$ cat src/rtl/bb3_pkg.sv
// bb3_pkg: shared types, register indexes and rounding constants of the 3x3 RGB box blur.
// No dependencies; every other file of the block imports it.
package bb3_pkg;

   localparam int CH_W         = 8;
   localparam int WIDTH_REG_W  = 11;
   localparam int HEIGHT_REG_W = 13;
   localparam int CSR_DATA_W   = 13;
   localparam int CSR_IDX_W    = 1;
   localparam int SUM_W        = 12;   // nine 8-bit values
   localparam int NUMER_W      = 13;   // 2*sum + count
   localparam int RECIP_W      = 18;
   localparam int RECIP_SHIFT  = 18;
   localparam int PROD_W       = NUMER_W + RECIP_W;
   localparam int COUNT_W      = 4;

   localparam logic [CSR_IDX_W-1:0] CSR_FRAME_WIDTH  = 1'b0;
   localparam logic [CSR_IDX_W-1:0] CSR_FRAME_HEIGHT = 1'b1;

   localparam logic MODE_PIXEL = 1'b0;
   localparam logic MODE_FLUSH = 1'b1;

   typedef struct packed {
      logic [CH_W-1:0] red;
      logic [CH_W-1:0] green;
      logic [CH_W-1:0] blue;
   } rgb_type;

   // window rows top..bottom, columns left..right
   typedef rgb_type [2:0][2:0] win_type;

   // per-item decisions taken when the transaction is accepted
   typedef struct packed {
      logic emit;
      logic top;
      logic bottom;
      logic left;
      logic right;
      logic last;
   } flags_type;

   // ceil(2^18 / (2*n)); exact floor division for numerators below 4600
   function automatic logic [RECIP_W-1:0] recip_of(input logic [COUNT_W-1:0] n);
      logic [RECIP_W-1:0] m;
      case (n)
         4'd1:    m = 18'd131072;
         4'd2:    m = 18'd65536;
         4'd3:    m = 18'd43691;
         4'd4:    m = 18'd32768;
         4'd5:    m = 18'd26215;
         4'd6:    m = 18'd21846;
         4'd7:    m = 18'd18725;
         4'd8:    m = 18'd16384;
         4'd9:    m = 18'd14564;
         default: m = '0;
      endcase
      return m;
   endfunction

endpackage

$ cat src/rtl/bb3_mean.sv
// bb3_mean: masked 3x3 sums, reciprocal multiply and rounded per-channel mean.
// Depends on bb3_pkg.
module bb3_mean (
   input  logic                clock,
   input  logic                reset,
   input  logic                adv,
   input  logic                win_valid,
   input  bb3_pkg::flags_type  win_flags,
   input  bb3_pkg::win_type    win,
   output logic                res_valid,
   output bb3_pkg::rgb_type    res_px,
   output logic                res_last
);
   import bb3_pkg::*;

   function automatic logic [CH_W-1:0] chan(input rgb_type p, input logic [1:0] k);
      logic [CH_W-1:0] v;
      case (k)
         2'd0:    v = p.red;
         2'd1:    v = p.green;
         default: v = p.blue;
      endcase
      return v;
   endfunction

   logic [2:0]          row_ok, col_ok;
   logic [1:0]          rows, cols;
   logic [COUNT_W-1:0]  count_in;
   logic [SUM_W-1:0]    sum_in   [3];
   logic [SUM_W-1:0]    row_sum  [3][3];
   logic [NUMER_W-1:0]  numer    [3];

   logic                s3_valid_ff, s3_last_ff;
   logic [SUM_W-1:0]    s3_sum_ff [3];
   logic [COUNT_W-1:0]  s3_count_ff;
   logic                s4_valid_ff, s4_last_ff;
   logic [PROD_W-1:0]   s4_prod_ff [3];

   always_comb begin
      row_ok = {win_flags.bottom, 1'b1, win_flags.top};
      col_ok = {win_flags.right, 1'b1, win_flags.left};
      rows   = 2'd1 + 2'(win_flags.top) + 2'(win_flags.bottom);
      cols   = 2'd1 + 2'(win_flags.left) + 2'(win_flags.right);
      count_in = COUNT_W'(rows) * COUNT_W'(cols);
      for (int k = 0; k < 3; k++) begin
         for (int i = 0; i < 3; i++) begin
            row_sum[k][i] = '0;
            for (int j = 0; j < 3; j++) begin
               if (row_ok[i] && col_ok[j]) begin
                  row_sum[k][i] = row_sum[k][i] + SUM_W'(chan(win[i][j], 2'(k)));
               end
            end
         end
         sum_in[k] = row_sum[k][0] + row_sum[k][1] + row_sum[k][2];
      end
   end

   // (2*sum + count) / (2*count) as a multiply by a rounded-up reciprocal
   always_comb begin
      for (int k = 0; k < 3; k++) begin
         numer[k] = (NUMER_W'(s3_sum_ff[k]) << 1) + NUMER_W'(s3_count_ff);
      end
   end

   always_ff @(posedge clock) begin
      if (adv) begin
         s3_sum_ff   <= sum_in;
         s3_count_ff <= count_in;
         s3_last_ff  <= win_flags.last;
         for (int k = 0; k < 3; k++) begin
            s4_prod_ff[k] <= PROD_W'(numer[k]) * PROD_W'(recip_of(s3_count_ff));
         end
         s4_last_ff <= s3_last_ff;
      end
   end

   always_ff @(posedge clock) begin
      if (reset) begin
         s3_valid_ff <= 1'b0;
         s4_valid_ff <= 1'b0;
      end else if (adv) begin
         s3_valid_ff <= win_valid;
         s4_valid_ff <= s3_valid_ff;
      end
   end

   assign res_valid    = s4_valid_ff;
   assign res_last     = s4_last_ff;
   assign res_px.red   = s4_prod_ff[0][RECIP_SHIFT+CH_W-1:RECIP_SHIFT];
   assign res_px.green = s4_prod_ff[1][RECIP_SHIFT+CH_W-1:RECIP_SHIFT];
   assign res_px.blue  = s4_prod_ff[2][RECIP_SHIFT+CH_W-1:RECIP_SHIFT];

   a_count_legal: assert property (@(posedge clock) disable iff (reset)
      s3_valid_ff |-> (s3_count_ff == 4'd1 || s3_count_ff == 4'd2 || s3_count_ff == 4'd3 ||
                       s3_count_ff == 4'd4 || s3_count_ff == 4'd6 || s3_count_ff == 4'd9))
      else $error("neighbourhood count not a product of row and column counts");

endmodule

$ cat config.mk
export PLATFORM = sky130hd
export DESIGN_NAME = bb3_mean
export DESIGN_NICKNAME = d
export VERILOG_FILES = /design/src/rtl/bb3_pkg.sv /design/src/rtl/bb3_mean.sv
export SDC_FILE = /design/constraint.sdc
export NUM_CORES = 2
export LEC_CHECK = 0
export BUFFER_PORTS_ARGS = -buffer_cell sky130_fd_sc_hd__buf_2
export CORE_ASPECT_RATIO = 1.25
export CORE_MARGIN = 3
export CORE_UTILIZATION = 60
export CTS_CLUSTER_SIZE = 8
export DETAILED_ROUTE_END_ITERATION = 12
export PLACE_DENSITY = 0.92
export SLEW_MARGIN = 20
export SYNTH_ARGS = -nofsm -noshare
export SYNTH_HDL_FRONTEND = slang
export SYNTH_SLANG_ARGS = --single-unit
export TNS_END_PERCENT = 30
$ cat constraint.sdc
create_clock -name clock -period 8.1 [get_ports clock]
set_input_delay 0.405 -clock clock [delete_from_list [all_inputs] [get_ports clock]]
set_output_delay 0.405 -clock clock [all_outputs]
set_load 0.005 [all_outputs]
Word level (Yosys, flattened, before mapping)
Memory sizes are Yosys's and may differ from the RTL's. A register that Yosys moved wholly into a read port is not among the register bits.
Cells that the tools add are included.
Widths: inputs -> output; s select.

operators by class
  equality and inequality tests = 0
  bitwise operators = 0
  add/sub/neg operators = 31
  div/mod/pow operators = 0
  shift operators = 0
  reduce and logical (&&, ||, !) cells = 4
  magnitude comparators = 0
  mux-type cells = 47
  multiply operators = 4

operator list
  operator             number
  $add 12x8->12        17
  $mux 8               24
  $mux 12              14
  $mul 13x18->31       3
  $add 12x12->12       6
  $mux 18              3
  $add 13x4->13        3
  $mux 4               3
  $add 8x8->9          1
  $mux 9               1
  $add 1x1->2 const A  2
  $add 2x1->2          2
  $logic_and 1x1->1    4
  $mul 2x2->4          1
  $mux 1               2

storage, ports and cells
  register bits = 44
  ROM bits = 864
  bits in latches = 0
  RAM bits = 93
  output and inout bits = 26
  memories = 4

memory list
  name              depth  bits a word  rd ports  clocked after memory_dff  wr ports  RTL line        source
  (name not given)  16     18           1         1                         0         bb3_pkg.sv:45   case (n)
  (name not given)  16     18           1         1                         0         bb3_pkg.sv:45
  (name not given)  16     18           1         1                         0         bb3_pkg.sv:45
  s4_prod_ff        3      31           3         0                         3         bb3_mean.sv:37  logic [PROD_W-1:0] s4_prod_ff [3];

Logic depth before layout (Yosys ltp)
  depth in word-level cells = 8
  depth in mapped cells = 27
  depth with buffers taken out = 26

Least setup slack after synthesis
Ideal clock, no wire load.

  path kind = register to register
  start point = register s3_count_ff[1]
  end point = memory s4_prod_ff[0][24] (netlist name) (data pin)
  buffers on the path = 1
  path slack = 1.438 ns
  required time = 7.842 ns
  period minus slack after synthesis = 6.662 ns
  setup time = 0.258 ns
  stages on the path, launching flop included = 25
  arrival = 6.405 ns
  cells stage by stage = edfxtp_1 > ha_1 > fa_1 > a21oi_1 > nor2_1 > xor2_1 > clkbuf_1 > nand2_1 > fa_1 > inv_1 > fa_1 > fa_1 > fa_1 > inv_1 > fa_1 > inv_1 > ha_1 > a21o_1 > a21o_1 > a211o_1 > a221oi_2 > a21oi_1 > o31a_1 > nor2_1 > xnor2_1

RTL lines
  item                    RTL line        source
  from (decl)             bb3_mean.sv:35  logic [COUNT_W-1:0] s3_count_ff;
  from (signal assigned)  bb3_mean.sv:68  s3_count_ff <= count_in;
  to (decl)               bb3_mean.sv:37

==> results.toml <==
[cells_and_area]
instances_no_fill = 4450
syn_to_final_growth_pct = 7.29
final_cell_mix = "inv_1 (790), fa_1 (555), nand2_1 (493), ha_1 (342), buf_2 (249)"
final_common_cell = "inv_1"
nets = 4906
drive_gt1_share_pct = 9.53

[detailed_routing]
dr.pass1.iters = 6
final_antenna_net_count = 0
post-route-drc-count = 0
postRouteWirelength_um = 77000
wl_per_cell_um = 17.3
drt-initial-drc-count = 1756
via_per_inst = 5.67
via_count = 25200

[sta]
setup_tns_ns = 0
post-route-min-period_ns = 7.32
maxSlewViolCount = 0
worst-slew-pin-transition_ns = 1.12
setup_violations = 0
grt_setup_unrepaired = "no"
fin_ws_ns = 0.776
final.period_utilization_pct = 90.4
relSlewSlack_pct = 25.2
finalHoldViolCount = 0
holdWs_ns = 0.187
skew_ns = 0.0128
fmax_mhz = 137

[power]
leakagePower_nw = 17.4
peakVddDrop_v = 0.000285
power_density_nw_per_um2 = 379

[global_route]
antenna_found_initial = 0
grt_max_degree = 75
grt_pass1_vias = 27700
gr-usage-all-layers_pct = 28.9
grt_pass1_wl_um = 128000
grt-ovfl-total = 0

[synth]
synth_area_leaders = "fa_1 (36%), ha_1 (14%), inv_1 (9.6%)"
yosysSeqAreaShare_pct = 7.70
synthDistinctLibCells = 68
synth_cells = 3616
ys_ff_latch = 86
yosysWarnings = 0
synthArstFlopShare_pct = 0
yosys.area.top_type = "fa_1"
avgSynthCellArea_um2 = 8.55
netlist.area_leader.share_pct = 35.9
netlist_area_um2 = 30900
syn-num-nets = 4739
synthFlopType = "edfxtp_1"
synth_edf_count = 66

[die]
core_um2 = 50600
initial_utilization_pct = 61.0
dieHeight_um = 260
ioPinCount = 252
die_w_um = 209
core.rowCount = 92
die-area_um2 = 54300

[setup_path]
crit_path_frequent_cell = "fa_1"
ff2ff_setup_slack_ns = 0.78
max_stage_delay_ns = 0.59
critPathTopFamily = "adder cells"
path_class = "reg -> reg"
arrival_ns = 7.49
r2r-start = "s3_count_ff[1]"
crit_required_ns = 8.27
worstPathMaxFanout = 18
startpoint_type = "flop"
ff2ff_path_depth = 22
rr_endpoint = "s4_prod_ff[0][54]"
crit_chain = "ha_1, fa_1, a21oi_1, nand2b_1, xnor2_2, nand2_1, fa_1, fa_1, fa_1, inv_1, fa_1, inv_1, fa_1, inv_1, ha_1, a211oi_1, o21ai_1, a2111oi_4, o31ai_2, a21oi_2, o21bai_1, xor2_1"
cp-end-kind = "flop"
crit_buf_inv = 3
cp_slowest_cell = "fa_1"

[min_path]
whs_path_depth = 2
min_to = "res_valid"
hold_path.startpoint = "reset"
hp-class = "in -> reg"

[place]
numPortBuffers = 250
dpl.cell_count = 4430
place_congestion = 0.921
dpl.hpwl_um = 63800
pre_cts_ws_ns = 0.880

[run]
drv_cap = 0

[clock_tree]
postCtsHoldBufs = 0
clockBufferDepth = 2
clock_latency_ns = 0.38
htreeDepth = 3
clk_pin_slew_worst_paths_ns = 0.07
clock_sinks = 86
post_cts_buffers = 0
numCtsBuffers = 9
cts_resized = 0
cts_root_buffer = "clkbuf_16"
cts_tree = "done"

[run_status]
outcome = "complete, no violations"
## cell families after synthesis
family / Yosys count / synth area share [%]
compound gates: 421 / 8.51
xor+xnor: 166 / 4.94
fa+ha+maj: 897 / 49.8
buf+inv: 941 / 11.4
flops: 86 / 7.70
mux: 29 / 0.963
simple gates: 1076 / 16.7
## worst register-to-register path, delay by kind of cell, from the launching register on
family | cells | cell delay [ns]
flip-flops | 1 | 0.49
AO/OA/AOI/OAI | 7 | 1.97
AND/OR/NAND/NOR | 2 | 0.41
buffers and inverters | 3 | 0.14
adder cells (fa/ha/maj) | 8 | 3.43
XOR/XNOR | 2 | 0.69
## cell type report
class | instances | area, µm²
antenna | 4 | 10.0
multi-input combinational | 2589 | 25000
tap | 658 | 823
clock inverter | 5 | 36.3
timing repair buffer | 306 | 1670
inverter | 791 | 2970
sequential | 86 | 2390
fill | 3707 | 17500
clock buffer | 11 | 254
## stage by stage
step	utilization, %	cell area, µm²	total power [mW]
floorplan	-	30900	9.14
global placement	64.9	32900	11.1
detailed placement	64.9	32900	12.0
CTS	65.5	33200	12.6
global route	65.5	33200	14.3
finish	65.5	33200	12.6
## worst max-delay path by stage
stage	startpoint	endpoint	slack, ns	cells after the start
after detailed placement	s3_count_ff[1]	s4_prod_ff[0][54]	0.88	22
after global placement	s3_count_ff[1]	s4_prod_ff[0][24]	1.13	25
final	s3_count_ff[1]	s4_prod_ff[0][54]	0.78	22
after global routing	s3_count_ff[3]	s4_prod_ff[0][87]	0.46	23
after CTS	s3_count_ff[1]	s4_prod_ff[0][54]	0.87	22
after floorplan	s3_count_ff[1]	s4_prod_ff[0][24]	1.44	24
## power breakdown
| part | internal (mW) | switching (mW) | leakage (nW) |
|---|---|---|---|
| clock network | 0.230 | 0.202 | 0.148 |
| registers | 0.886 | 0.200 | 0.813 |
| logic | 4.50 | 6.57 | 16.5 |
| total | 5.62 | 6.97 | 17.4 |
## metal layers
| layer | GRT usage (%) | share of wire, % | vias up |
|---|---|---|---|
| met3 | 4.10 | 7.1 | 389 |
| met2 | 53.6 | 52 | 1249 |
| li1 | - | - | 11400 |
| met5 | 0 | 0 | - |
| met1 | 30.0 | 33 | 12200 |
| met4 | 19.9 | 7.9 | 0 |
## cell usage after synthesis (all sizes together), types with 5 or more instances
cell,instances
nor4b,6
nand4,7
o21bai,39
mux2i,23
ha,342
o21a,15
clkbuf,146
nor2,141
nor3b,5
a21o,53
nor3,47
mux2,6
and2,243
nand2,494
xnor2,123
and3,67
nand3,17
nor4,11
o211ai,8
fa,555
dfxtp,20
edfxtp,66
xor2,40
o21ai,84
a2111oi,6
a21oi,163
nor2b,26
inv,791
a21boi,26
Power figures use the tool's default switching activity.
