<file path="config.mk">
export PLATFORM = sky130hd
export DESIGN_NAME = bb3_ctrl
export DESIGN_NICKNAME = d
export VERILOG_FILES = /design/src/rtl/bb3_pkg.sv /design/src/rtl/bb3_ctrl.sv
export SDC_FILE = /design/constraint.sdc
export NUM_CORES = 1
export LEC_CHECK = 0
export BUFFER_PORTS_ARGS = -buffer_cell sky130_fd_sc_hd__buf_2
export CAP_MARGIN = 20
export CORE_ASPECT_RATIO = 1.25
export CORE_MARGIN = 5
export CORE_UTILIZATION = 60
export CTS_CLUSTER_SIZE = 12
export DETAILED_ROUTE_END_ITERATION = 12
export PLACE_DENSITY = 0.8
export SETUP_SLACK_MARGIN = 0.05
export SYNTH_ARGS = -nofsm -noshare
export SYNTH_HDL_FRONTEND = slang
export SYNTH_SLANG_ARGS = --single-unit
export TNS_END_PERCENT = 50
</file>
<file path="constraint.sdc">
create_clock -name clock -period 8.5 [get_ports clock]
set_input_delay 0.425 -clock clock [delete_from_list [all_inputs] [get_ports clock]]
set_output_delay 0.425 -clock clock [all_outputs]
set_load 0.05 [all_outputs]
</file>
<file path="src/rtl/bb3_pkg.sv">
// bb3_pkg: shared types, register indexes and rounding constants of the 3x3 RGB box blur.
// No dependencies; every other file of the block imports it.
package bb3_pkg;

   localparam int CH_W         = 8;
   localparam int WIDTH_REG_W  = 11;
   localparam int HEIGHT_REG_W = 13;
   localparam int CSR_DATA_W   = 13;
   localparam int CSR_IDX_W    = 1;
   localparam int SUM_W        = 12;   // nine 8-bit values
   localparam int NUMER_W      = 13;   // 2*sum + count
   localparam int RECIP_W      = 18;
   localparam int RECIP_SHIFT  = 18;
   localparam int PROD_W       = NUMER_W + RECIP_W;
   localparam int COUNT_W      = 4;

   localparam logic [CSR_IDX_W-1:0] CSR_FRAME_WIDTH  = 1'b0;
   localparam logic [CSR_IDX_W-1:0] CSR_FRAME_HEIGHT = 1'b1;

   localparam logic MODE_PIXEL = 1'b0;
   localparam logic MODE_FLUSH = 1'b1;

   typedef struct packed {
      logic [CH_W-1:0] red;
      logic [CH_W-1:0] green;
      logic [CH_W-1:0] blue;
   } rgb_type;

   // window rows top..bottom, columns left..right
   typedef rgb_type [2:0][2:0] win_type;

   // per-item decisions taken when the transaction is accepted
   typedef struct packed {
      logic emit;
      logic top;
      logic bottom;
      logic left;
      logic right;
      logic last;
   } flags_type;

   // ceil(2^18 / (2*n)); exact floor division for numerators below 4600
   function automatic logic [RECIP_W-1:0] recip_of(input logic [COUNT_W-1:0] n);
      logic [RECIP_W-1:0] m;
      case (n)
         4'd1:    m = 18'd131072;
         4'd2:    m = 18'd65536;
         4'd3:    m = 18'd43691;
         4'd4:    m = 18'd32768;
         4'd5:    m = 18'd26215;
         4'd6:    m = 18'd21846;
         4'd7:    m = 18'd18725;
         4'd8:    m = 18'd16384;
         4'd9:    m = 18'd14564;
         default: m = '0;
      endcase
      return m;
   endfunction

endpackage

</file>
<file path="src/rtl/bb3_ctrl.sv">
// bb3_ctrl: frame size registers, input and output position counters, per-item flags.
// Depends on bb3_pkg.
module bb3_ctrl #(
   parameter int MAX_WIDTH  = 1024,
   parameter int MAX_HEIGHT = 4096
) (
   input  logic                               clock,
   input  logic                               reset,
   input  logic                               csr_wr_en,
   input  logic [bb3_pkg::CSR_IDX_W-1:0]      csr_index,
   input  logic [bb3_pkg::CSR_DATA_W-1:0]     csr_wdata,
   input  logic                               acc,
   output logic [$clog2(MAX_WIDTH)-1:0]       rd_addr,
   output bb3_pkg::flags_type                 flags
);
   import bb3_pkg::*;

   localparam int CBITS = $clog2(MAX_WIDTH);
   localparam int WBITS = $clog2(MAX_WIDTH + 1);
   localparam int OBITS = $clog2(MAX_HEIGHT);
   localparam int HBITS = $clog2(MAX_HEIGHT + 1);
   localparam int RBITS = $clog2(MAX_HEIGHT + 2);

   logic [WBITS-1:0] width_ff, width_in, width_cfg;
   logic [HBITS-1:0] height_ff, height_in, height_cfg;
   logic [CBITS-1:0] in_col_ff, in_col_in, out_col_ff, out_col_in;
   logic [RBITS-1:0] in_row_ff, in_row_in;
   logic [OBITS-1:0] out_row_ff, out_row_in;
   logic [WIDTH_REG_W-1:0]  wv;
   logic [HEIGHT_REG_W-1:0] hv;
   logic col_end, ocol_end, orow_end, emit;

   assign wv = csr_wdata[WIDTH_REG_W-1:0];
   assign hv = csr_wdata[HEIGHT_REG_W-1:0];

   always_comb begin
      if (wv == '0) begin
         width_cfg = WBITS'(1);
      end else if (32'(wv) > 32'(MAX_WIDTH)) begin
         width_cfg = WBITS'(MAX_WIDTH);
      end else begin
         width_cfg = WBITS'(wv);
      end
      if (hv == '0) begin
         height_cfg = HBITS'(1);
      end else if (32'(hv) > 32'(MAX_HEIGHT)) begin
         height_cfg = HBITS'(MAX_HEIGHT);
      end else begin
         height_cfg = HBITS'(hv);
      end
   end

   assign col_end  = (WBITS'(in_col_ff) + WBITS'(1)) >= width_ff;
   assign ocol_end = (WBITS'(out_col_ff) + WBITS'(1)) >= width_ff;
   assign orow_end = (HBITS'(out_row_ff) + HBITS'(1)) >= height_ff;
   // first result once the window centre sits on pixel (0,0)
   assign emit     = (in_row_ff >= RBITS'(2)) || (in_row_ff == RBITS'(1) && in_col_ff != '0);

   assign rd_addr      = in_col_ff;
   assign flags.emit   = emit;
   assign flags.top    = out_row_ff != '0;
   assign flags.bottom = !orow_end;
   assign flags.left   = out_col_ff != '0;
   assign flags.right  = !ocol_end;
   assign flags.last   = emit && orow_end && ocol_end;

   always_comb begin
      width_in   = width_ff;
      height_in  = height_ff;
      in_col_in  = in_col_ff;
      in_row_in  = in_row_ff;
      out_col_in = out_col_ff;
      out_row_in = out_row_ff;
      priority if (csr_wr_en) begin
         unique case (csr_index)
            CSR_FRAME_WIDTH:  width_in  = width_cfg;
            CSR_FRAME_HEIGHT: height_in = height_cfg;
         endcase
         in_col_in  = '0;
         in_row_in  = '0;
         out_col_in = '0;
         out_row_in = '0;
      end else if (acc) begin
         if (flags.last) begin
            in_col_in  = '0;
            in_row_in  = '0;
            out_col_in = '0;
            out_row_in = '0;
         end else begin
            if (col_end) begin
               in_col_in = '0;
               in_row_in = in_row_ff + RBITS'(1);
            end else begin
               in_col_in = in_col_ff + CBITS'(1);
            end
            if (emit) begin
               if (ocol_end) begin
                  out_col_in = '0;
                  out_row_in = out_row_ff + OBITS'(1);
               end else begin
                  out_col_in = out_col_ff + CBITS'(1);
               end
            end
         end
      end else begin
         // nothing accepted: counters hold
         in_col_in = in_col_ff;
      end
   end

   always_ff @(posedge clock) begin
      if (reset) begin
         width_ff   <= WBITS'(1);
         height_ff  <= HBITS'(1);
         in_col_ff  <= '0;
         in_row_ff  <= '0;
         out_col_ff <= '0;
         out_row_ff <= '0;
      end else begin
         width_ff   <= width_in;
         height_ff  <= height_in;
         in_col_ff  <= in_col_in;
         in_row_ff  <= in_row_in;
         out_col_ff <= out_col_in;
         out_row_ff <= out_row_in;
      end
   end

   a_in_col_range: assert property (@(posedge clock) disable iff (reset)
      WBITS'(in_col_ff) < width_ff)
      else $error("input column beyond frame width");

   a_out_pos_range: assert property (@(posedge clock) disable iff (reset)
      (WBITS'(out_col_ff) < width_ff) && (HBITS'(out_row_ff) < height_ff))
      else $error("output position outside frame");

   a_frame_restart: assert property (@(posedge clock) disable iff (reset)
      (acc && flags.last) |=>
         (in_row_ff == '0 && in_col_ff == '0 && out_row_ff == '0 && out_col_ff == '0))
      else $error("counters not cleared after last pixel");

endmodule

</file>
# After elaboration in Yosys (flattened, before gate mapping)
# Cells that the tools add are included.
# word_totals
ff_bits	69
in_bits	18
output_inout_bits	16
# op_classes
n_addsub	7
n_lt_le_gt_ge	6
eq_ne	1
mux	14
bitwise_logic	1
reduce_logical	20
# ops
cell	n
13-bit two-way mux	4
10-bit two-way mux	5
12-bit two-way mux	3
10-bit by 1-bit adder with 11-bit output, second input constant	2
11-bit >= comparator	2
11-bit two-way mux	2
10-bit by 1-bit adder with 10-bit output, second input constant	2
10-bit nonzero test	2
12-bit by 1-bit adder with 13-bit output, second input constant	1
13-bit by 1-bit adder with 13-bit output, second input constant	1
13-bit by 1-bit == test with 1-bit output, second input constant	1
13-bit >= comparator	1
13-bit by 2-bit >= comparator with 1-bit output, second input constant	1
13-bit > comparator, second input constant	1
13-bit logical NOT	1
12-bit by 1-bit adder with 12-bit output, second input constant	1
12-bit nonzero test	1
11-bit > comparator, second input constant	1
11-bit logical NOT	1
2-bit AND reduction	4
2-bit nonzero test	3
1-bit logical AND	3
3-bit AND reduction	1
1-bit logical NOT	2
3 further kinds	3

# Longest topological paths before layout
# Gate-level depths: netlist of run 1.
# logic_depth
depth_word	7
mapped_depth	16
ltp_nobuf	14

# Worst setup path before layout of run 1
# OpenSTA, ideal clock, no wires.
# synth_path
path_type	register to register
startpoint	register out_row_ff[0]
endpoint	register in_row_ff[0]
setup_ns	0.078
t_arrival_ns	3.694
required_ns	8.422
setup_slack_ns	4.728
path_stages_with_launch	15
n_path_buf	0
synth_period_minus_slack_ns	3.772
cell_sequence	dfxtp_1 > ha_1 > nand3_1 > nor2_1 > nand2_1 > nor2_1 > xor2_1 > ha_1 > a21o_1 > a21oi_1 > o211a_1 > a221oi_2 > nor2_1 > o211ai_1 > mux2i_1
# synth_between
elab_chain_cells	6
word_cells_on_any_way	7
# synth_rtl
item	line_no	text
start: declaration	bb3_ctrl.sv:28	logic [OBITS-1:0] out_row_ff, out_row_in;
start signal: assignment	bb3_ctrl.sv:125	out_row_ff <= out_row_in;
12-bit by 1-bit adder with 13-bit output *	bb3_ctrl.sv:55	assign orow_end = (HBITS'(out_row_ff) + HBITS'(1)) >= height_ff;
13-bit >= comparator *	bb3_ctrl.sv:55	
1-bit logical AND * (2 in series)	bb3_ctrl.sv:65	assign flags.last = emit && orow_end && ocol_end;
2-bit nonzero test (no source line)	-	
2-bit AND reduction (no source line)	-	
end signal: assignment	bb3_ctrl.sv:123	in_row_ff <= in_row_in;
end: declaration	bb3_ctrl.sv:27	logic [RBITS-1:0] in_row_ff, in_row_in;
# Every way passes the cells marked *; elsewhere a longest branch is shown, timed or not.
# A chain may end at the register's enable or synchronous reset.

==> flow_summary.ini, run 1 <==
[hold_path]
hold_class = primary input to flop

[finish]
final_area_um2 = 4790
layout_common_cells = dfxtp_1 (69), nor2_1 (55), inv_1 (44), ha_1 (44), nand2_1 (42)
fin_cells = 664
mostFrequentLayoutCell = dfxtp_1
final_util_pct = 68.2
drive_above_1_share_pct = 10.5
antenna_cells = 0
fin_nets = 631
syn2layout_area_growth_pct = 10.3

[detailed_routing]
wl_um = 10100
dr_wl_met2_um = 4900
wire_per_inst_um = 15.2
first_pass_iters = 5
vias = 3983
top_layer = met4
vias_per_cell = 6.00
wl_met1_um = 4380
dr_wl_met3_um = 554
drc = 0
drt_iter0_markers = 242
ant_nets = 0

[setup_path]
start_kind = flop
worst-path-buf-inv = 3
cpLargestDelayFamily = compound AO/OA/AOI/OAI gates
cp_slowest_cell = a221oi_2
cp-end-kind = output pin
path_class = flop to output pin
cp.arrival_ns = 3.79
worstPathMaxFanout = 21
required_ns = 8.08
critPathMaxStageDelay_ns = 0.57
cp_cell_sequence = nand3_1, nor2_1, nand3_1, nor2_1, xor2_1, ha_1, a21o_1, a21oi_1, o211a_1, a221oi_2, o211ai_1, buf_4, inv_1, buf_2

[clocking]
cts_buffers = 9
cts_tree = yes
cts_buffer_depth = 2
cts_num_sinks = 69
cts_resized = 0
clk_latency_ns = 0.35
clkSlewWorstSetupHoldPaths_ns = 0.08
ctsRootBufferMaster = clkbuf_8
post_cts_buffers = 0
holdBufCountCts = 0
htree_levels = 3

[global_routing]
grtUsageTotal_pct = 23.0
grt_pass1_vias = 3779
grt_antenna_before_repair = 0
grt_first_pass_wirelength_um = 17000
overflow = 0
grt_max_degree = 28

[placement]
hpwl_um = 7450
dpl_cell_area_um2 = 4550
gp_congestion = 0.892
numPortBuffers = 33
numPlacedInstances = 648
pre_cts_ws_ns = 4.75

[power_and_ir_drop]
max-vdd-ir-drop_uv = 120
cellPowerDensity_nw_per_um2 = 152
total_power_mw = 0.726
leakagePower_nw = 1.99

[timing]
fmax_mhz = 237
clock-skew-final_ns = 0.00942
rsz0062_at_grt = no
tightest_slew_ns = 0.842
slew_headroom_pct = 43.4
fin_crit_ns = 4.21
finalWorstSetupSlack_ns = 4.29
tns_ns = 0
final-hold-violation-count = 0
slew_violations = 0
setup_viol = 0
min_period_over_period_pct = 49.5
holdWs_ns = 0.359

[run]
cap_violations = 0

[floorplan]
die_y_um = 105
initial_core_util_pct = 61.8
dieArea_um2 = 9040
io_pins = 34
row_count = 34
fp.dieW_um = 86.1
core_area_um2 = 7020

[synth]
postSynthCellCount = 544
ys.flop_type = dfxtp_1
ys_types = 50
seq_area_frac_synth_pct = 31.8
yosys.area.top_type_share_pct = 31.8
yosys_warnings = 0
synth_top_cell_by_area = dfxtp_1
netlist_area_um2 = 4340
syn_area_per_cell_um2 = 7.97
ys_async_sr_fraction_pct = 0
synth_nets = 606
synth.area.top_cells = dfxtp_1 (32%), ha_1 (13%), nor2_1 (4.8%)
ys_ff_latch = 69
synth_edf_count = 0

[run_status]
run_status = completed
-- report_power, final --
part | total, mW | switching, mW | internal, mW
clock | 0.313 | 0.131 | 0.182
sequential | 0.331 | 0.00332 | 0.328
combinational | 0.0822 | 0.0566 | 0.0256
-- routing by layer --
layer,vias to the layer above,GRT usage (%)
met2,133,37.8
met5,-,0
met3,28,5.28
met4,0,9.95
li1,1984,-
met1,1838,28.6
-- cell families (layout without fill, tap and decap cells) --
kind of cell | after synthesis | after routing | share of synthesized area, %
and+or+nand+nor | 209 | 209 | 25.4
AOI/OAI and AO/OA | 119 | 119 | 16.7
DFF | 69 | 69 | 31.8
buffers and inverters | 67 | 97 | 5.94
adders and majority gates | 46 | 46 | 13.2
xor gates and xnor gates | 32 | 32 | 6.46
muxes | 2 | 2 | 0.462
-- state kept, by name (all words and copies together), names as in the netlist --
name,cells
out_col_ff,10
width_ff,11
in_row_ff,13
out_row_ff,12
height_ff,13
rd_addr,10
-- layout make-up --
type	instances	area, um2
clock buffer	11	151
sequential	69	1380
fill	620	2230
multi-input combinational	408	2700
timing repair buffer	37	195
tap	90	113
clock inverter	5	81.3
inverter	44	165
-- cells in the mapped netlist (3+ instances only) --
| cell type | number |
|---|---|
| and3_4 | 3 |
| ha_1 | 44 |
| o22ai_1 | 10 |
| and3_1 | 19 |
| nand2b_1 | 3 |
| xor2_1 | 21 |
| nand2_1 | 42 |
| nor3b_1 | 12 |
| nand3_1 | 21 |
| a31oi_1 | 10 |
| o211ai_1 | 3 |
| or4b_1 | 4 |
| nand4_1 | 8 |
| nor2_1 | 55 |
| nor3_1 | 8 |
| clkbuf_1 | 19 |
| a21o_1 | 6 |
| dfxtp_1 | 69 |
| xnor2_1 | 11 |
| nor4_1 | 9 |
| o21ai_0 | 21 |
| a22oi_1 | 15 |
| nor2b_1 | 3 |
| or3_1 | 4 |
| o21ai_1 | 3 |
| nand4b_1 | 3 |
| a21oi_1 | 41 |
| inv_1 | 44 |
| nand3b_1 | 7 |
-- path summary, 6_finish.rpt --
path,from,to,slack (ns),depth (start not counted)
setup / recovery,out_row_ff[2]$_SDFFE_PP0P_,flags[0],4.29,14
setup reg to reg,out_row_ff[2]$_SDFFE_PP0P_,in_row_ff[1]$_SDFFE_PP0P_,4.59,13
hold reg to reg,height_ff[12]$_SDFFE_PP0P_,height_ff[12]$_SDFFE_PP0P_,0.46,2
hold / removal,csr_wdata[3],height_ff[3]$_SDFFE_PP0P_,0.36,3
-- worst register-to-register path, cell delays in order (launching register included) --
cell and delay (ns):
dfxtp_1 0.43, nand3_1 0.19, nor2_1 0.34, nand3_1 0.25, nor2_1 0.19, xor2_1 0.24
ha_1 0.19, a21o_1 0.10, a21oi_1 0.10, o211a_1 0.14, a221oi_2 0.57, nor2_1 0.25
o211ai_1 0.60, o22ai_1 0.18
No activity file was read; power rests on OpenSTA's default activity.
==> inputs of run 2 (changes only) <==
clock period = 3.9 ns   (was 8.5 ns; I/O delays follow)
==> run 2 against run 1 <==
Total power rose by 97%. Clock power rose by 69%. Sequential share of layout area fell by 0.16 points. Wire length rose by 1.7%.
==> flow_summary.ini, run 2 (same netlist as run 1, synthesis figures left out) <==
[clocking]
cts_buffers = 9
htree_levels = 3
clkSlewWorstSetupHoldPaths_ns = 0.08
cts_num_sinks = 69
clk_latency_ns = 0.35
ctsRootBufferMaster = clkbuf_8
cts_tree = yes
cts_buffer_depth = 2

[detailed_routing]
wl_um = 10200
ant_nets = 0
wire_per_inst_um = 15.3
drt_iter0_markers = 210
vias_per_cell = 5.97
first_pass_iters = 5
vias = 3988
drc = 0

[timing]
holdWs_ns = 0.136
rsz0062_at_grt = no
tns_ns = 0
slew_violations = 0
slew_headroom_pct = 51.3
setup_viol = 0
finalWorstSetupSlack_ns = 0.217
tightest_slew_ns = 0.723
fmax_mhz = 271
clock-skew-final_ns = 0.00753
fin_crit_ns = 3.68
final-hold-violation-count = 0
min_period_over_period_pct = 94.4

[global_routing]
overflow = 0
grt_pass1_vias = 3830
grtUsageTotal_pct = 23.3
grt_first_pass_wirelength_um = 17400
grt_max_degree = 28
grt_antenna_before_repair = 0

[finish]
syn2layout_area_growth_pct = 11.1
reg_top3 = height_ff: 13 flops, in_row_ff: 13 flops, out_row_ff: 12 flops
fin_nets = 635
final_util_pct = 68.7
layout_common_cells = dfxtp_1 (67), nor2_1 (52), inv_1 (44)
drive_above_1_share_pct = 12.8
antenna_cells = 0
mostFrequentLayoutCell = dfxtp_1
final_area_um2 = 4820

[setup_path]
worstReg2RegStart = out_row_ff[0]$_SDFFE_PP0P_
critPathMaxStageDelay_ns = 0.37
cp-end-kind = output pin
cp_cell_sequence = ha_2, nand3_2, nor2_4, nand2_1, nor2_1, xor2_1, ha_1, a21o_1, a21oi_4, o211a_1, a221oi_4, o211ai_1, buf_6, inv_1, buf_2
path_class = flop to output pin
crit_start = out_row_ff[0]$_SDFFE_PP0P_
critPathCapture = flags[0]
reg2reg_depth = 15
rr_endpoint = in_row_ff[9]$_SDFFE_PP0P_
start_kind = flop
worstPathMaxFanout = 11
required_ns = 3.70
reg2reg_slack_ns = 0.42
cp.arrival_ns = 3.49
cp_slowest_cell = dfxtp_2

[floorplan]
initial_core_util_pct = 61.8
io_pins = 34
core_area_um2 = 7020
die_y_um = 105
fp.dieW_um = 86.1
row_count = 34
dieArea_um2 = 9040

[power_and_ir_drop]
p_seq_share_pct = 50.4
switchingPower_mw = 0.414
p_int_mw = 1.02
p_clk_share_pct = 36.8
leakagePower_nw = 1.98
pwr-share-comb_pct = 12.8
max-vdd-ir-drop_uv = 197
switching_share_pct = 28.9
cellPowerDensity_nw_per_um2 = 297

[placement]
dpl_cell_area_um2 = 4570
numPortBuffers = 33
gp_congestion = 0.882
pre_cts_ws_ns = 0.171
hpwl_um = 7580

[hold_path]
hold_class = primary input to flop
min_path_cells = 3

[run_status]
run_status = completed

[run]
cap_violations = 0
[run 2: worst min path at each step]
stage | start | to | slack, ns
floorplan | csr_wdata[12] | height_ff[12]$_SDFFE_PP0P_ | 0.34
global placement | height_ff[12]$_SDFFE_PP0P_ | height_ff[12]$_SDFFE_PP0P_ | 0.45
detailed placement | height_ff[12]$_SDFFE_PP0P_ | height_ff[12]$_SDFFE_PP0P_ | 0.46
CTS | csr_index | height_ff[12]$_SDFFE_PP0P_ | 0.13
global route | csr_index | height_ff[12]$_SDFFE_PP0P_ | 0.13
finish | csr_index | height_ff[12]$_SDFFE_PP0P_ | 0.14
[run 2: routing by layer]
| layer | vias up | global-route usage [%] | wire [um] |
|---|---|---|---|
| li1 | 1995 | - | - |
| met1 | 1836 | 29.9 | 4400 |
| met2 | 136 | 39.2 | 5040 |
| met3 | 21 | 4.25 | 582 |
| met4 | 0 | 7.24 | 216 |
| met5 | - | 0 | 0 |
[run 2: power by group through the flow]
stage | sequential [mW] | clock, mW | combinational, mW
after global placement | 0.737 | 0 | 0.173
after floorplan | 0.738 | 0 | 0.122
after CTS | 0.721 | 0.532 | 0.178
after global routing | 0.723 | 0.565 | 0.202
after detailed placement | 0.738 | 0 | 0.177
final | 0.721 | 0.528 | 0.184
[run 2: worst max-delay path: cells and delay by family (launching register included)]
kind | cells | cell delay (ns)
xor+xnor | 1 | 0.21
flops | 1 | 0.37
compound gates | 5 | 1.04
fa+ha+maj | 2 | 0.51
buf+inv | 3 | 0.43
simple gates | 4 | 0.55
[run 2: layout make-up]
cell class | instances | area, um2
fillers | 604 | 2200
multi-input cells | 408 | 2760
inverters | 44 | 165
clock buffers | 10 | 138
clock inverters | 6 | 38.8
well taps | 90 | 113
repair buffers | 41 | 226
flip-flops and latches | 69 | 1380
[run 2: what timing repair did]
action,4_1_cts,5_1_grt
gates cloned,0,1
hold buffers,0,0
pin swaps,0,3
setup endpoints to repair,2,13
gates resized for setup,3,12
buffers inserted,0,1
[run 2: metrics by stage]
| stage | instances | total power, mW |
|---|---|---|
| floorplan | 544 | 0.860 |
| global placement | 650 | 0.910 |
| detailed placement | 650 | 0.915 |
| CTS | 666 | 1.43 |
| global route | 668 | 1.49 |
| finish | 668 | 1.43 |
==> inputs of run 3 (changes only) <==
CORE_MARGIN = not set   (was 5)
==> run 3 against run 2 <==
Sequential power about the same. Final cell count up 0.30%. Die area down 16%. Worst hold slack worse by 0.00095 ns. Wire length down 2.5%. First-iteration DRC count down 12%. Clock skew up 0.0041 ns. Global-route usage up 4.2 points. Via count down 0.20%. Non-clock buffer count up 2. Setup slack worse by 0.021 ns. Clock power up 4.0%. Critical endpoint unchanged. Largest cell class unchanged. Largest power group unchanged.
==> flow_summary.ini, run 3 (same netlist as run 1, synthesis figures left out) <==
[power_and_ir_drop]
p_int_mw = 1.06
cellPowerDensity_nw_per_um2 = 302
pwr-share-comb_pct = 12.9
leakagePower_nw = 2.00
max-vdd-ir-drop_uv = 230
p_clk_share_pct = 37.7
p_seq_share_pct = 49.4
switchingPower_mw = 0.399
switching_share_pct = 27.4
total_power_mw = 1.46

[finish]
drive_above_1_share_pct = 12.4
fin_nets = 637
final_area_um2 = 4830
mostFrequentLayoutCell = dfxtp_1
antenna_cells = 0
reg_top3 = height_ff: 13 flops, in_row_ff: 13 flops, out_row_ff: 12 flops
layout_common_cells = dfxtp_1 (69), nor2_1 (52), inv_1 (44)
syn2layout_area_growth_pct = 11.3
n_fill_cell = 603

[detailed_routing]
first_pass_iters = 4
drc = 0
wl_um = 9990
vias = 3980
ant_nets = 0
drt_iter0_markers = 184
wire_per_inst_um = 14.9
vias_per_cell = 5.94

[floorplan]
core_area_um2 = 6980
initial_core_util_pct = 62.2
row_count = 34
fp.dieW_um = 78.1
io_pins = 34
dieArea_um2 = 7580
die_y_um = 97.1

[clocking]
ctsRootBufferMaster = clkbuf_8
cts_num_sinks = 69
clk_latency_ns = 0.34
cts_buffer_depth = 2
cts_buffers = 9
htree_levels = 3
holdBufCountCts = 0
clkSlewWorstSetupHoldPaths_ns = 0.07
cts_tree = yes

[placement]
dpl_cell_area_um2 = 4570
gp_congestion = 0.869
hpwl_um = 7330
numPortBuffers = 33

[timing]
clock-skew-final_ns = 0.0117
fin_crit_ns = 3.70
setup_viol = 0
holdWs_ns = 0.135
final-hold-violation-count = 0
min_period_over_period_pct = 95.0
tightest_slew_ns = 0.697
slew_violations = 0
fmax_mhz = 270
slew_headroom_pct = 53.5

[setup_path]
worstPathMaxFanout = 11
reg2reg_slack_ns = 0.35
start_kind = flop
worstReg2RegStart = out_row_ff[0]$_SDFFE_PP0P_
cp.depth = 15
cp.arrival_ns = 3.51
path_class = flop to output pin
cp_cell_sequence = ha_2, nand3_2, nor2_4, nand2_1, nor2_1, xor2_1, ha_1, a21o_1, a21oi_2, o211a_1, a221oi_4, o211ai_1, buf_6, inv_1, buf_2
reg2reg_depth = 15
cp-end-kind = output pin
cp_slowest_cell = dfxtp_1
crit_start = out_row_ff[0]$_SDFFE_PP0P_
critPathMaxStageDelay_ns = 0.39
worst-path-buf-inv = 3
critPathCapture = flags[0]
rr_endpoint = in_row_ff[12]$_SDFFE_PP0P_
required_ns = 3.70
cpLargestDelayFamily = compound AO/OA/AOI/OAI gates

[run_status]
run_status = completed

[global_routing]
overflow = 0
grtUsageTotal_pct = 27.5
grt_pass1_vias = 3666
grt_first_pass_wirelength_um = 16700
grt_max_degree = 28
grt_antenna_before_repair = 0

[run]
cap_violations = 0

[hold_path]
hold_class = primary input to flop
[run 3: cell count changes in the layout (fill, tap and decap cells not counted), sizes merged]
cell | before | now
buf | 41 | 42
clkbuf | 10 | 14
clkinv | 4 | 3
clkinvlp | 2 | 0
[run 3: how the worst min path moves through the flow]
stage	from	end	cells after the start
detailed placement	height_ff[12]$_SDFFE_PP0P_	height_ff[12]$_SDFFE_PP0P_	2
finish	csr_index	height_ff[12]$_SDFFE_PP0P_	3
global route	csr_wdata[7]	height_ff[7]$_SDFFE_PP0P_	3
global placement	height_ff[12]$_SDFFE_PP0P_	height_ff[12]$_SDFFE_PP0P_	2
floorplan	csr_wdata[12]	height_ff[12]$_SDFFE_PP0P_	2
CTS	csr_index	height_ff[12]$_SDFFE_PP0P_	3
[run 3: through the flow]
stage | setup slack, ns | instances | TNS (ns) | utilization [%]
after floorplan | 0.128 | 544 | 0 | -
after global placement | 0.418 | 650 | 0 | 65.5
after detailed placement | 0.275 | 650 | 0 | 65.5
after CTS | 0.0387 | 666 | 0 | 68.2
after global routing | -0.00393 | 670 | -0.00393 | 69.2
final | 0.195 | 670 | 0 | 69.2
[run 3: worst reg2reg max path, cell delays in order, from the launching register on]
cell      delay, ns
dfxtp_1        0.39
ha_2           0.25
nand3_2        0.15
nor2_4         0.20
nand2_1        0.09
nor2_1         0.15
xor2_1         0.23
ha_1           0.29
a21o_1         0.18
a21oi_2        0.21
o211a_1        0.22
a221oi_4       0.10
o211ai_1       0.28
buf_6          0.19
or4b_1         0.43
o21ai_0        0.11
[run 3: area by class of cell]
| type | count | area [um2] | area share (%) |
|---|---|---|---|
| Inverter | 44 | 165 | 3.42 |
| Timing Repair Buffer | 43 | 244 | 5.05 |
| Clock buffer | 13 | 169 | 3.50 |
| Tap cell | 90 | 113 | 2.33 |
| Sequential cell | 69 | 1380 | 28.6 |
| Clock inverter | 3 | 18.8 | 0.389 |
| Multi-Input combinational cell | 408 | 2740 | 56.7 |
[run 3: layer usage]
metal	routed length, um	track usage, %
met5	0	0
met4	267	12.3
met3	398	4.51
met2	4830	45.2
met1	4500	35.2
[run 3: power groups by stage]
stage	Combinational, mW	Clock, mW	Sequential, mW
final	0.188	0.549	0.722
after global routing	0.207	0.595	0.722
after CTS	0.178	0.559	0.722
after detailed placement	0.177	0	0.738
after global placement	0.173	0	0.737
after floorplan	0.122	0	0.738
[run 3: timing repair]
action	in CTS	in global routing
resized for setup	0	11
endpoints found under the setup margin	2	13
buffers inserted	0	3
pin swaps	0	2
cloned	0	1
